`src/rtl/core/gld_pkg.sv`:
```
// Shared constants, payload types and sequencer states of the GF(p) dependency finder.
package gld_pkg;

	localparam int DIM      = 16;
	localparam int WORD_W   = 32;
	localparam int ROW_LEN  = 2 * DIM + 1;
	localparam int IDX_W    = $clog2(DIM);
	localparam int RCNT_W   = $clog2(DIM + 1);
	localparam int COL_W    = $clog2(ROW_LEN);
	localparam int ADDR_W   = $clog2(DIM * ROW_LEN);
	localparam int STEP_W   = $clog2(WORD_W);
	localparam logic [WORD_W-1:0] MODULUS_RST = 32'd65521;

	typedef struct packed {
		logic              req_type;
		logic [WORD_W-1:0] value;
	} req_t;

	typedef struct packed {
		logic              dependent;
		logic [WORD_W-1:0] coefficient;
		logic [4:0]        coeff_index;
		logic [3:0]        pivot_index;
		logic              last;
	} res_t;

	typedef struct packed {
		logic load;
		logic shift;
	} cell_ctl_t;

	typedef enum logic [3:0] {
		S_IDLE, S_RED, S_PREP, S_X, S_RD, S_EGO, S_EWAIT, S_SCAN,
		S_ECHK, S_DIV, S_EMUL, S_NGO, S_NWAIT, S_DEP, S_IND
	} state_t;

endpackage

```
`src/rtl/core/gld_div.sv`:
```
// Restoring divider: quotient and remainder, one quotient bit per cycle.
module gld_div
	import gld_pkg::*;
(
	input  logic              clk,
	input  logic              arst_n,
	input  logic              start,
	input  logic [WORD_W-1:0] dividend,
	input  logic [WORD_W-1:0] divisor,
	output logic              done,
	output logic [WORD_W-1:0] quot,
	output logic [WORD_W-1:0] rem
);

	logic [WORD_W-1:0] rem_q, quo_q, div_q;
	logic [STEP_W-1:0] cnt_q;
	logic              run_q, done_q;
	logic [WORD_W:0]   trial;
	logic              qbit;

	always_comb begin
		trial = {rem_q, quo_q[WORD_W-1]};
		qbit  = (trial >= {1'b0, div_q});
		if (qbit) begin
			trial = trial - {1'b0, div_q};
		end
	end

	always_ff @(posedge clk or negedge arst_n) begin
		if (!arst_n) begin
			run_q  <= 1'b0;
			done_q <= 1'b0;
			cnt_q  <= '0;
		end else begin
			done_q <= 1'b0;
			if (start) begin
				run_q <= 1'b1;
				cnt_q <= '0;
			end else if (run_q) begin
				cnt_q <= cnt_q + 1'b1;
				if (cnt_q == STEP_W'(WORD_W - 1)) begin
					run_q  <= 1'b0;
					done_q <= 1'b1;
				end
			end
		end
	end

	always_ff @(posedge clk) begin
		if (start) begin
			rem_q <= '0;
			quo_q <= dividend;
			div_q <= divisor;
		end else if (run_q) begin
			rem_q <= trial[WORD_W-1:0];
			quo_q <= {quo_q[WORD_W-2:0], qbit};
		end
	end

	assign done = done_q;
	assign quot = quo_q;
	assign rem  = rem_q;

`ifndef SYNTHESIS
	a_no_restart: assert property (@(posedge clk) disable iff (!arst_n)
		start |-> !run_q) else $error("divider restarted while running");
	a_rem_below: assert property (@(posedge clk) disable iff (!arst_n)
		done_q |-> rem_q < div_q) else $error("remainder not below divisor");
	a_one_done: assert property (@(posedge clk) disable iff (!arst_n)
		done_q |=> !done_q) else $error("double done");
`endif

endmodule

```
`config.mk`:
```
export PLATFORM = sky130hd
export DESIGN_NAME = gld_div
export DESIGN_NICKNAME = d
export VERILOG_FILES = /design/src/rtl/core/gld_pkg.sv /design/src/rtl/core/gld_div.sv
export SDC_FILE = /design/constraint.sdc
export NUM_CORES = 1
export LEC_CHECK = 0
export ABC_AREA = 1
export BUFFER_PORTS_ARGS = -buffer_cell sky130_fd_sc_hd__clkbuf_2
export CELL_PAD_IN_SITES_DETAIL_PLACEMENT = 1
export CELL_PAD_IN_SITES_GLOBAL_PLACEMENT = 1
export CORE_UTILIZATION = 44
export CTS_BUF_LIST = sky130_fd_sc_hd__clkbuf_2 sky130_fd_sc_hd__clkbuf_4 sky130_fd_sc_hd__clkbuf_8
export CTS_CLUSTER_SIZE = 12
export DETAILED_ROUTE_END_ITERATION = 6
export GPL_TIMING_DRIVEN = 0
export PLACE_DENSITY = 0.94
export SYNTH_ARGS = -nofsm -noshare
export SYNTH_HDL_FRONTEND = slang
export SYNTH_SLANG_ARGS = --single-unit
```
`constraint.sdc`:
```
create_clock -name clk -period 7.1 [get_ports clk]
set_clock_uncertainty 0.1 [all_clocks]
set_input_delay 0.355 -clock clk [delete_from_list [all_inputs] [get_ports clk]]
set_output_delay 0.355 -clock clk [all_outputs]
set_load 0.02 [all_outputs]
```
==> results.json <==
{
  "outcome": "finished clean",
  "synth_adder_area_share_pct": 6.52,
  "drc_errors": 0,
  "cts_max_level": 3,
  "critPathSlowestCell": "buf_2",
  "insertion_delay_ns": 0.42,
  "critPathRequiredTime_ns": 7.05,
  "cp.arrival_ns": 2.75,
  "p_per_area_mw_per_mm2": 322,
  "critPathKind": "primary input to register",
  "crit_fanout": 41,
  "drt-total-wl_mm": 21.9,
  "syn2layout_area_growth_pct": 17.6,
  "clockBufferDepth": 2,
  "clock_sinks": 103,
  "synthCells": 989,
  "syn-num-nets": 1091,
  "postSynthAreaPerCell_um2": 6.90,
  "gp_congestion": 0.935,
  "drtAntennaViolNets": 0,
  "synth_cell_types": 37,
  "period_needed_ns": 2.80,
  "slew_headroom_pct": 35.8,
  "ir_worst_vdd_uv": 142,
  "firstDrtPassIters": 5,
  "post_cts_buffers": 0,
  "min_period_over_period_pct": 39.4,
  "regArea_mm2": 0.00274,
  "cts_hold_buf": 11,
  "critPathMaxStageDelay_ns": 0.75,
  "seq_area_frac_synth_pct": 40.1,
  "ios": 132,
  "grt_pass1_vias": 7183,
  "portBuffers": 131,
  "synth_edf_count": 64,
  "die_w_um": 127,
  "yosys.area_share.simple_pct": 35.7,
  "placed_cells": 1308,
  "avgRoutedWirePerCell_um": 16.4,
  "nNetsFinal": 1245,
  "clock.fmax_mhz": 357,
  "setup-violations-final": 0,
  "grt_pass1_wl_mm": 35.7,
  "overflow": 0,
  "path_buf_inv": 4,
  "power.leakage_nw": 4.50,
  "dp_hpwl_mm": 17.2,
  "synth-compound-area-share_pct": 3.70,
  "hold_violations": 0,
  "synth_xor_xnor_area_share_pct": 1.80,
  "cts_tree": "built",
  "worstSetupStartpointType": "primary input",
  "ys_warn_count": 0,
  "grt_util_all_layers_pct": 28.6,
  "start_util_pct": 45.1,
  "fp.dieH_um": 127,
  "worstPathCellList": "clkbuf_2 > clkbuf_1 > nor2_1 > inv_1 > buf_2",
  "ys_ff_latch": 103,
  "dr.first_iter.drc_count": 210,
  "hold_class": "primary input to register",
  "rsz0062_at_grt": "false",
  "num_vias": 6853,
  "root_buffer": "clkbuf_8",
  "ys.flop_type": "edfxtp_1",
  "slew_viol_final": 0,
  "cts_resized": 0,
  "fill_cells": 2046,
  "multi_input_area_mm2": 0.00326,
  "path_clk_slew_ns": 0.11,
  "via_per_inst": 5.13,
  "cp-end-kind": "register",
  "finalNonFillerCells": 1336,
  "ys_async_sr_fraction_pct": 6.80,
  "dieArea_mm2": 0.0160,
  "setup_tns_ns": 0,
  "layout-drive-gt1-share_pct": 15.3,
  "drv_cap": 0,
  "synthMuxAreaShare_pct": 0,
  "antennaDiodeCount": 0,
  "antenna_found_initial": 0,
  "worst_pin_slew_ns": 0.962,
  "crit_family": "buffers and inverters",
  "core_area_mm2": 0.0151,
  "grt_start_max_net_pins": 42,
  "finish.utilization_pct": 53.0,
  "synth_top_family_by_area": "simple AND/OR/NAND/NOR gates",
  "synthesis.area_mm2": 0.00683,
  "row_count": 45,
  "cts_made_buffers": 9
}
## where the power goes
part / internal [mW] / switching [mW]
Sequential: 0.738 / 0.0795
Combinational: 0.477 / 0.898
Clock: 0.149 / 0.242
## layer usage
layer / part of all wire [%] / track usage [%]
met1: 41 / 32.5
met5: 0 / 0
met4: 2.1 / 9.50
met3: 5.5 / 5.65
met2: 51 / 53.2
## flip-flops by register name (all words and copies together), names as in the netlist
name   cells
done       1
div_q     32
rem       32
run_q      1
quot      32
cnt_q      5
## cell families (layout without fill, tap and decap cells)
kind of cell               Yosys count  in the layout
and+or+nand+nor                    581            581
AOI/OAI and AO/OA                   46             46
buffers and inverters              210            369
adders and majority gates           35             35
xor gates and xnor gates            14             14
DFF                                103            103
## cell usage in the layout, fill, tap and decap left out, types with 13 or more instances in the layout
cell / netlist / routed
edfxtp_1: 64 / 64
a21oi_1: 20 / 20
inv_1: 186 / 186
xnor2_1: 13 / 13
dfxtp_1: 32 / 32
nor2_1: 43 / 43
clkbuf_2: 0 / 131
nand3b_1: 13 / 13
nand3_1: 80 / 80
nand2_1: 409 / 409
ha_1: 34 / 34
## cell usage after synthesis (2+ instances only)
master | n | area share (%)
ha_1 | 34 | 6.2
xnor2_1 | 13 | 1.7
o21ai_0 | 5 | 0.37
nand2_2 | 5 | 0.46
buf_2 | 5 | 0.37
nor4_1 | 2 | 0.18
inv_1 | 186 | 10
nand3_2 | 2 | 0.29
nand3_1 | 80 | 5.9
dfxtp_1 | 32 | 9.4
clkbuf_1 | 9 | 0.49
and2_1 | 3 | 0.27
o21a_1 | 2 | 0.22
edfxtp_1 | 64 | 28
o21ai_1 | 12 | 0.88
buf_6 | 4 | 0.66
nand2_1 | 409 | 22
nand3b_1 | 13 | 1.4
buf_4 | 2 | 0.22
nor2_1 | 43 | 2.4
nand4_1 | 8 | 0.73
buf_1 | 2 | 0.11
a31oi_1 | 2 | 0.18
a21oi_1 | 20 | 1.5
dfrtp_1 | 7 | 2.6
nor2_2 | 4 | 0.37
nor2_4 | 2 | 0.33
o21bai_1 | 3 | 0.33
nor3_1 | 8 | 0.59
## worst register-to-register path, cell delays in order (launching register included)
cell	delay, ns
edfxtp_1	0.40
inv_1	0.08
ha_1	0.27
nand2_1	0.14
inv_1	0.06
nand2_1	0.07
nand2_1	0.08
inv_1	0.07
nand3_2	0.14
nand2_1	0.12
nand2_1	0.09
nand2_2	0.19
buf_2	0.30
nand3_1	0.13
nand3_1	0.12
o21ai_1	0.07
## path summary, 6_finish.rpt
kind	depth (start not counted)	slack, ns	from	end
min in group asynchronous	2	0.20	arst_n	cnt_q[2]
worst max-delay path	5	4.30	start	quot[4]
worst min-delay path	1	0.007	divisor[29]	div_q[29]
worst min register to register	2	0.39	rem[15]	rem[15]
worst max register to register	15	4.53	div_q[7]	rem[6]
max in group asynchronous	2	6.52	arst_n	cnt_q[3]
## per-stage QoR
step                      power [mW]  hold slack, ns  setup slack (ns)  area (um^2)
after floorplan                 1.78         -0.0406              4.64         6830
after global placement          2.13           0.102              2.97         7720
after detailed placement        2.18           0.103              3.80         7720
after CTS                       2.58       0.0000596              4.26         8020
after global routing            2.78         0.00154              4.09         8030
final                           2.58         0.00690              4.30         8030
## final cells by class
type	instances	share of cell area, %
clock inverter	5	0.577
buffer	22	1.59
timing repair buffer	143	9.66
inverter	188	8.79
multi-input combinational	676	40.6
sequential	103	34.1
clock buffer	11	1.81
tap	188	2.93
Power figures use the tool's default switching activity.
