[src/rtl/core/gld_pkg.sv]
// Shared constants, payload types and sequencer states of the GF(p) dependency finder.
package gld_pkg;

	localparam int DIM      = 16;
	localparam int WORD_W   = 32;
	localparam int ROW_LEN  = 2 * DIM + 1;
	localparam int IDX_W    = $clog2(DIM);
	localparam int RCNT_W   = $clog2(DIM + 1);
	localparam int COL_W    = $clog2(ROW_LEN);
	localparam int ADDR_W   = $clog2(DIM * ROW_LEN);
	localparam int STEP_W   = $clog2(WORD_W);
	localparam logic [WORD_W-1:0] MODULUS_RST = 32'd65521;

	typedef struct packed {
		logic              req_type;
		logic [WORD_W-1:0] value;
	} req_t;

	typedef struct packed {
		logic              dependent;
		logic [WORD_W-1:0] coefficient;
		logic [4:0]        coeff_index;
		logic [3:0]        pivot_index;
		logic              last;
	} res_t;

	typedef struct packed {
		logic load;
		logic shift;
	} cell_ctl_t;

	typedef enum logic [3:0] {
		S_IDLE, S_RED, S_PREP, S_X, S_RD, S_EGO, S_EWAIT, S_SCAN,
		S_ECHK, S_DIV, S_EMUL, S_NGO, S_NWAIT, S_DEP, S_IND
	} state_t;

endpackage

[src/rtl/core/gld_cell.sv]
// One word cell of the work row ring: parallel load or shift from its neighbor.
module gld_cell
	import gld_pkg::*;
(
	input  logic              clk,
	input  cell_ctl_t         ctl,
	input  logic [WORD_W-1:0] load_data,
	input  logic [WORD_W-1:0] shift_in,
	output logic [WORD_W-1:0] q
);

	logic [WORD_W-1:0] word_q;

	always_ff @(posedge clk) begin
		if (ctl.load) begin
			word_q <= load_data;
		end else if (ctl.shift) begin
			word_q <= shift_in;
		end
	end

	assign q = word_q;

endmodule

[config.mk]
export PLATFORM = sky130hd
export DESIGN_NAME = gld_cell
export DESIGN_NICKNAME = d
export VERILOG_FILES = /design/src/rtl/core/gld_pkg.sv /design/src/rtl/core/gld_cell.sv
export SDC_FILE = /design/constraint.sdc
export NUM_CORES = 1
export LEC_CHECK = 0
export BUFFER_PORTS_ARGS = -buffer_cell sky130_fd_sc_hd__buf_2
export CAP_MARGIN = 20
export CORE_MARGIN = 3
export CORE_UTILIZATION = 46
export CTS_BUF_LIST = sky130_fd_sc_hd__clkbuf_2
export DETAILED_ROUTE_END_ITERATION = 10
export PLACE_DENSITY = 0.95
export SLEW_MARGIN = 20
export SYNTH_ARGS = -nofsm -noshare
export SYNTH_HDL_FRONTEND = slang
export SYNTH_SLANG_ARGS = --single-unit
[constraint.sdc]
create_clock -name clk -period 4.1 [get_ports clk]
set_clock_uncertainty 0.2 [all_clocks]
set_input_delay 0 -clock clk [delete_from_list [all_inputs] [get_ports clk]]
set_output_delay 0 -clock clk [all_outputs]
set_load 0.02 [all_outputs]
==> flow_summary.yaml, run 1 <==
min_path:
  min-delay-start: "ctl[0]"
  hp-class: "in -> reg"
  whs_path_depth: 3
  whs_endpoint: "q[4]$_DFFE_PP_"
synthesis:
  synth_cells: 69
  ys.flop_type: "edfxtp_1"
  yosys_warnings: 0
  syn-num-nets: 136
  synth_top_area_share_pct: 63.7
  synth_area_leaders: "edfxtp_1, mux2_4, buf_12, mux2_2, buf_6"
  async_reset_ff_share_pct: 0
  avgSynthCellArea_sq_um: 21.9
  syn_area_sq_um: 1510
  synthTopCellsByCount: "edfxtp_1, mux2_4, buf_12, mux2_2"
  synth.distinct_cells: 6
  yosysTopAreaCell: "edfxtp_1"
  ys_seq_area_share_pct: 63.7
  synth_edf_count: 32
  synth_most_common_cell: "edfxtp_1"
  ys_seq_elements: 32
finish:
  final_cells: 280
  final.fill_count: 150
  regArea_sq_um: 961
  post-route-util_pct: 86.7
  syn_to_final_growth_pct: 77.0
  nets: 302
  drive_gt1_share_pct: 58.5
  multi_input_area_sq_um: 475
  antenna_cells: 0
  largest_register_ffs: 32
sta:
  slew_headroom_pct: 33.4
  timing.final.crit_share_pct: 44.6
  finalSetupTns_ns: 0
  holdWs_ns: 0.177
  tightest_slew_ns: 0.999
  final-hold-violation-count: 0
  rsz0062_at_grt: "no"
  final-setup-viol-count: 0
  clock.fmax_ghz: 0.546
  finalCriticalPeriod_ns: 1.83
  slew_viol_final: 0
clock_network:
  root_buffer: "clkbuf_2"
  clock_sinks: 32
  ctsResizeCount: 0
  cts_max_path_buffers: 2
  cts_tree: "done"
  htreeDepth: 2
  worst_setup_hold_path_clk_slew_ns: 0.18
  numCtsBuffers: 5
  post-cts-setup-buffers: 0
worst_setup_path:
  arrival_ns: 1.76
  path_cells: "buf_2, mux2_2, dlygate4sd3_1"
  cp_max_fo: 33
  crit_family: "buffers and inverters"
  startpoint_type: "input port"
  critPathCaptureType: "flip-flop"
  cp_data_required_time_ns: 4.03
  critical_path_class: "in -> reg"
  critPathBufInv: 2
  cpMaxStageDelayCell: "buf_2"
  max_stage_delay_ns: 0.74
pwr:
  irDropWorstVdd_mv: 0.230
  p_leak_uw: 0.00127
  fin_total_pwr_uw: 799
  power_density_nw_per_um2: 299
die:
  placementRows: 20
  core_sq_um: 3080
  start_util_pct: 49.0
  die_h_um: 63.3
  io_pins: 99
  die_area_sq_um: 4000
  die_w_um: 63.3
place:
  io_buffers: 98
  place_inst: 208
  place_hpwl_um: 2430
  place_congestion: 0.666
route:
  ant_nets: 0
  wirelength_um: 4670
  dr.pass1.iters: 4
  via_per_inst: 4.69
  drc: 0
  drt_first_iter_violations: 39
  vias: 1312
  wl_per_cell_um: 16.7
status:
  status: "complete, no violations"
run:
  maxCapViolCount: 0
global_route:
  grt_use_total_pct: 25.1
  grt_pass1_vias: 1450
  antenna_found_initial: 0
  grt_overflow: 0
  grt_pass1_wl_um: 7290
  grt_max_degree: 34
-- power by group --
part | internal [uW] | leakage (uW) | switching [uW]
clock | 45.7 | 0.0000306 | 105
sequential | 401 | 0.000326 | 10.6
combinational | 132 | 0.000909 | 104
total | 579 | 0.00127 | 220
-- cells by family (layout without fill, tap and decap cells) --
family / after synthesis / after routing / share of synthesized area, %
multiplexers: 32 / 32 / 31.1
flip-flops: 32 / 32 / 63.7
buffers and inverters: 4 / 171 / 4.73
AND/OR/NAND/NOR: 1 / 1 / 0.415
-- through the flow --
step | area (sq um) | setup slack [ns]
3_5_place_dp | 1990 | 2.23
6_report | 2670 | 2.27
4_1_cts | 2670 | 2.35
2_1_floorplan | 1510 | 2.49
3_3_place_gp | 1990 | 2.31
5_1_grt | 2670 | 2.25
-- worst max path at each step --
stage	startpoint	end	depth (start not counted)
floorplan	ctl[1]	q[0]$_DFFE_PP_	3
global placement	ctl[1]	q[13]$_DFFE_PP_	3
detailed placement	ctl[1]	q[11]$_DFFE_PP_	3
CTS	ctl[1]	q[29]$_DFFE_PP_	3
global route	ctl[1]	q[31]$_DFFE_PP_	3
finish	ctl[1]	q[29]$_DFFE_PP_	3
-- tightest hold or removal path, delay by kind of cell --
kind / cells / cell delay (ns)
buffers and inverters: 2 / 0.45
and+or+nand+nor: 1 / 0.08
-- placed cells by master, fill, tap and decap left out, drive strengths merged --
| cell | synthesis | routed |
|---|---|---|
| dlygate4sd3 | 0 | 64 |
| clkinv | 0 | 1 |
| clkbuf | 0 | 7 |
| mux2 | 32 | 32 |
| edfxtp | 32 | 32 |
| or2 | 1 | 1 |
| buf | 4 | 99 |
-- timing repair --
| action | in CTS | in global routing |
|---|---|---|
| hold endpoints to repair | 32 | 0 |
| hold buffers | 64 | 0 |
| endpoints found under the setup margin | 0 | 0 |
-- per-layer routing --
| metal | global-route usage [%] | share of wire (%) | vias to the layer above |
|---|---|---|---|
| met5 | 0 | 0 | - |
| met4 | 18.3 | 5.7 | 0 |
| met3 | 8.02 | 9.2 | 21 |
| met2 | 43.6 | 51 | 82 |
| met1 | 24.9 | 34 | 606 |
| li1 | - | - | 603 |
-- area by class of cell --
class                           count  area share, %
Clock buffer                        7           1.31
Clock inverter                      1          0.141
Multi-Input combinational cell     33           17.8
Sequential cell                    32           36.0
Tap cell                           44           2.06
Timing Repair Buffer              163           42.7
(Power assumes the default switching activity.)
==> run 2: changes to the inputs <==
Settings changed: CORE_UTILIZATION 46 to 39, PLACE_DENSITY 0.95 to 0.87.
Clock period 4.1 ns to 1.6 ns, I/O delays scaled along.
==> flow_summary.yaml, run 2 (same netlist as run 1, synthesis figures left out) <==
status:
  status: "complete, no violations"
clock_network:
  cts_tree: "done"
  post-cts-setup-buffers: 0
  worst_setup_hold_path_clk_slew_ns: 0.14
  ctsResizeCount: 0
  root_buffer: "clkbuf_2"
  htreeDepth: 2
  numCtsBuffers: 5
  cts_max_path_buffers: 2
  clock_sinks: 32
global_route:
  grt_overflow: 0
  grt_max_degree: 33
  antenna_found_initial: 0
  grt_use_total_pct: 18.9
  grt_pass1_vias: 1414
  grt_pass1_wl_um: 6210
sta:
  finalCriticalPeriod_ns: 1.59
  clock.fmax_ghz: 0.629
  slew_viol_final: 0
  rsz0062_at_grt: "no"
  timing.final.crit_share_pct: 99.4
  finalSetupTns_ns: 0
  final-hold-violation-count: 0
  slew_headroom_pct: 51.4
  tightest_slew_ns: 0.729
  final-setup-viol-count: 0
worst_setup_path:
  critical_path_class: "in -> reg"
  path_cells: "dlygate4sd3_1, buf_2, mux2_4, dlygate4sd3_1"
  cp_data_required_time_ns: 1.50
  path_common_cell: "dlygate4sd3_1"
  crit_path_start: "load_data[17]"
  critPathCaptureType: "flip-flop"
  startpoint_type: "input port"
  cpMaxStageDelayCell: "dlygate4sd3_1"
  arrival_ns: 1.50
  max_stage_delay_ns: 0.57
  cp_max_fo: 1
place:
  io_buffers: 98
  postPlaceCellArea_sq_um: 2000
  place_congestion: 0.590
route:
  wirelength_um: 4180
  wl_per_cell_um: 14.9
  dr.pass1.iters: 4
  ant_nets: 0
  drc: 0
  vias: 1283
  drt_first_iter_violations: 60
  via_per_inst: 4.58
die:
  die_w_um: 68.2
  placementRows: 21
  core_sq_um: 3520
  io_pins: 99
  die_h_um: 68.2
  die_area_sq_um: 4650
  start_util_pct: 42.8
pwr:
  p_leak_uw: 0.00126
  irDropWorstVdd_mv: 0.599
  power_density_nw_per_um2: 738
  fin_total_pwr_uw: 1970
finish:
  largest_register_ffs: 32
  stdcell_area_sq_um: 2670
  mostFrequentLayoutCells: "buf_2, dlygate4sd3_1, edfxtp_1, mux2_4, clkbuf_2"
  drive_gt1_share_pct: 59.0
  syn_to_final_growth_pct: 76.8
  final_common_cell: "buf_2"
  antenna_cells: 0
  nets: 303
run:
  maxCapViolCount: 0
min_path:
  whs_path_depth: 3
  whs_endpoint: "q[27]$_DFFE_PP_"
  min-delay-start: "load_data[27]"
  hp-class: "in -> reg"
## run 2: metal layers
metal	GRT usage, %	vias up	wire length (um)
met5	0	-	0
met4	8.44	0	57
li1	-	599	-
met2	38.7	61	2520
met1	16.6	616	1320
met3	4.76	7	282
## run 2: power breakdown
part	switching (uW)	leakage, uW	internal, uW	total [uW]
Sequential	24.6	0.000326	1030	1050
Combinational	258	0.000915	337	595
Clock	236	0.0000208	83.7	319
## run 2: how the worst max path moves through the flow
stage          cells after the start               to  slack [ns]
2_1_floorplan                      3   q[0]$_DFFE_PP_        0.29
3_3_place_gp                       2  q[16]$_DFFE_PP_        0.33
3_5_place_dp                       3  q[31]$_DFFE_PP_        0.30
4_1_cts                            4   q[0]$_DFFE_PP_        0.07
5_1_grt                            4  q[17]$_DFFE_PP_        0.04
6_report                           4  q[17]$_DFFE_PP_       0.009
## run 2: final cells by class
type,count,area [sq um]
Multi-Input combinational cell,33,475
Timing Repair Buffer,164,1150
Sequential cell,32,961
Tap cell,46,57.6
Fill cell,225,856
Clock buffer,5,25.0
## run 2: through the flow
stage | utilization, % | worst slack (ns) | hold slack, ns | cells
floorplan | - | 0.286 | 0.0175 | 69
global placement | 56.8 | 0.328 | 0.0998 | 211
finish | 75.7 | 0.00945 | 0.275 | 280
global route | 75.7 | 0.0350 | 0.251 | 280
detailed placement | 56.8 | 0.296 | 0.105 | 211
CTS | 75.7 | 0.0686 | 0.250 | 280
## run 2: critical path, delay by kind of cell
| family | cells | cell delay, ns |
|---|---|---|
| muxes | 1 | 0.25 |
| buffers and inverters | 3 | 1.25 |
## run 2: repair_timing
item | in CTS | in global routing
endpoints found under the setup margin | 0 | 0
hold buffers | 64 | 0
endpoints found under the hold margin | 32 | 0
==> run 3: changes to the inputs <==
Settings changed: CTS_BUF_LIST sky130_fd_sc_hd__clkbuf_2 to sky130_fd_sc_hd__clkbuf_8, HOLD_SLACK_MARGIN from default to 0.1.
==> flow_summary.yaml, run 3 (same netlist as run 1, synthesis figures left out) <==
die:
  die_area_sq_um: 4650
  die_w_um: 68.2
  placementRows: 21
  core_sq_um: 3520
  io_pins: 99
  die_h_um: 68.2
  start_util_pct: 42.8
min_path:
  hp-class: "in -> reg"
sta:
  tightest_slew_ns: 0.729
  finalCriticalPeriod_ns: 1.13
  slew_viol_final: 0
  timing.final.crit_share_pct: 70.3
  holdWs_ns: 0.144
  clock.fmax_ghz: 0.889
  rsz0062_at_grt: "no"
  finalSetupTns_ns: 0
  slew_headroom_pct: 51.4
  final-hold-violation-count: 0
  final-setup-viol-count: 0
worst_setup_path:
  cpMaxStageDelayCell: "dlygate4sd3_1"
  crit_family: "buffers and inverters"
  cp_data_required_time_ns: 1.42
  critical_path_class: "in -> reg"
  max_stage_delay_ns: 0.56
  critPathBufInv: 2
  arrival_ns: 0.95
  cp_max_fo: 1
  path_cells: "dlygate4sd3_1, buf_2, mux2_4"
  critPathCaptureType: "flip-flop"
  startpoint_type: "input port"
global_route:
  grt_use_total_pct: 21.7
  grt_overflow: 0
  antenna_found_initial: 0
  grt_max_degree: 33
  grt_pass1_wl_um: 7030
  grt_pass1_vias: 1500
route:
  dr.pass1.iters: 4
  wl_per_cell_um: 16.9
  vias: 1307
  drc: 0
  via_per_inst: 4.63
  drt_first_iter_violations: 74
  wirelength_um: 4770
  ant_nets: 0
finish:
  mostFrequentLayoutCells: "buf_2, dlygate4sd3_1, edfxtp_1, mux2_4, clkbuf_8"
  drive_gt1_share_pct: 59.0
  nets: 303
  final_common_cell: "buf_2"
  syn_to_final_growth_pct: 80.0
  stdcell_area_sq_um: 2710
  largest_register_ffs: 32
clock_network:
  cts_tree: "done"
  worst_setup_hold_path_clk_slew_ns: 0.06
  post-cts-setup-buffers: 0
  root_buffer: "clkbuf_8"
  htreeDepth: 2
  cts_max_path_buffers: 2
  numCtsBuffers: 5
  clock_sinks: 32
pwr:
  power_density_nw_per_um2: 796
  irDropWorstVdd_mv: 0.509
  p_leak_uw: 0.00128
place:
  io_buffers: 98
  postPlaceCellArea_sq_um: 2000
  place_congestion: 0.590
run:
  maxCapViolCount: 0
status:
  status: "complete, no violations"
-- run 3: cell types whose count changed in the layout (fill, tap and decap cells not counted) --
cell | before | now
clkbuf_8 | 0 | 5
clkbuf_2 | 5 | 0
diode_2 | 0 | 2
-- run 3: report_power, final --
part / internal, uW / switching [uW] / total (uW)
Clock: 279 / 253 / 532
Sequential: 1030 / 24.6 / 1060
Combinational: 312 / 260 / 572
Total: 1620 / 538 / 2160
-- run 3: repair_timing --
action                                 CTS  global route
endpoints found under the hold margin   32             0
gates resized for setup                  0             0
hold buffers                            64             0
-- run 3: routing by layer --
| layer | vias up | GRT usage [%] | wire length [um] | part of all wire [%] |
|---|---|---|---|---|
| met3 | 18 | 7.55 | 354 | 7.4 |
| met5 | - | 0 | 0 | 0 |
| met1 | 598 | 18.5 | 1450 | 30 |
| met4 | 0 | 14.4 | 176 | 3.7 |
| li1 | 602 | - | - | - |
| met2 | 89 | 41.3 | 2800 | 59 |
-- run 3: final timing paths --
kind         start              end  slack (ns)  cells after the start
max   shift_in[19]  q[19]$_DFFE_PP_        0.47                      3
min         ctl[1]  q[26]$_DFFE_PP_        0.14                      3
-- run 3: layout make-up --
class / instances / area (sq um)
Fill cell: 208 / 807
Tap cell: 46 / 57.6
Sequential cell: 32 / 961
Timing Repair Buffer: 164 / 1150
Multi-Input combinational cell: 33 / 475
Clock buffer: 5 / 68.8
Antenna cell: 2 / 5.00
-- run 3: stage by stage --
step | total power [uW] | std cells | util, % | setup WS (ns)
after floorplan | 1340 | 69 | - | 0.286
after detailed placement | 1510 | 211 | 56.8 | 0.296
after global routing | 2250 | 280 | 76.9 | 0.476
after CTS | 2160 | 280 | 76.9 | 0.509
final | 2160 | 282 | 77.1 | 0.475
after global placement | 1500 | 211 | 56.8 | 0.328
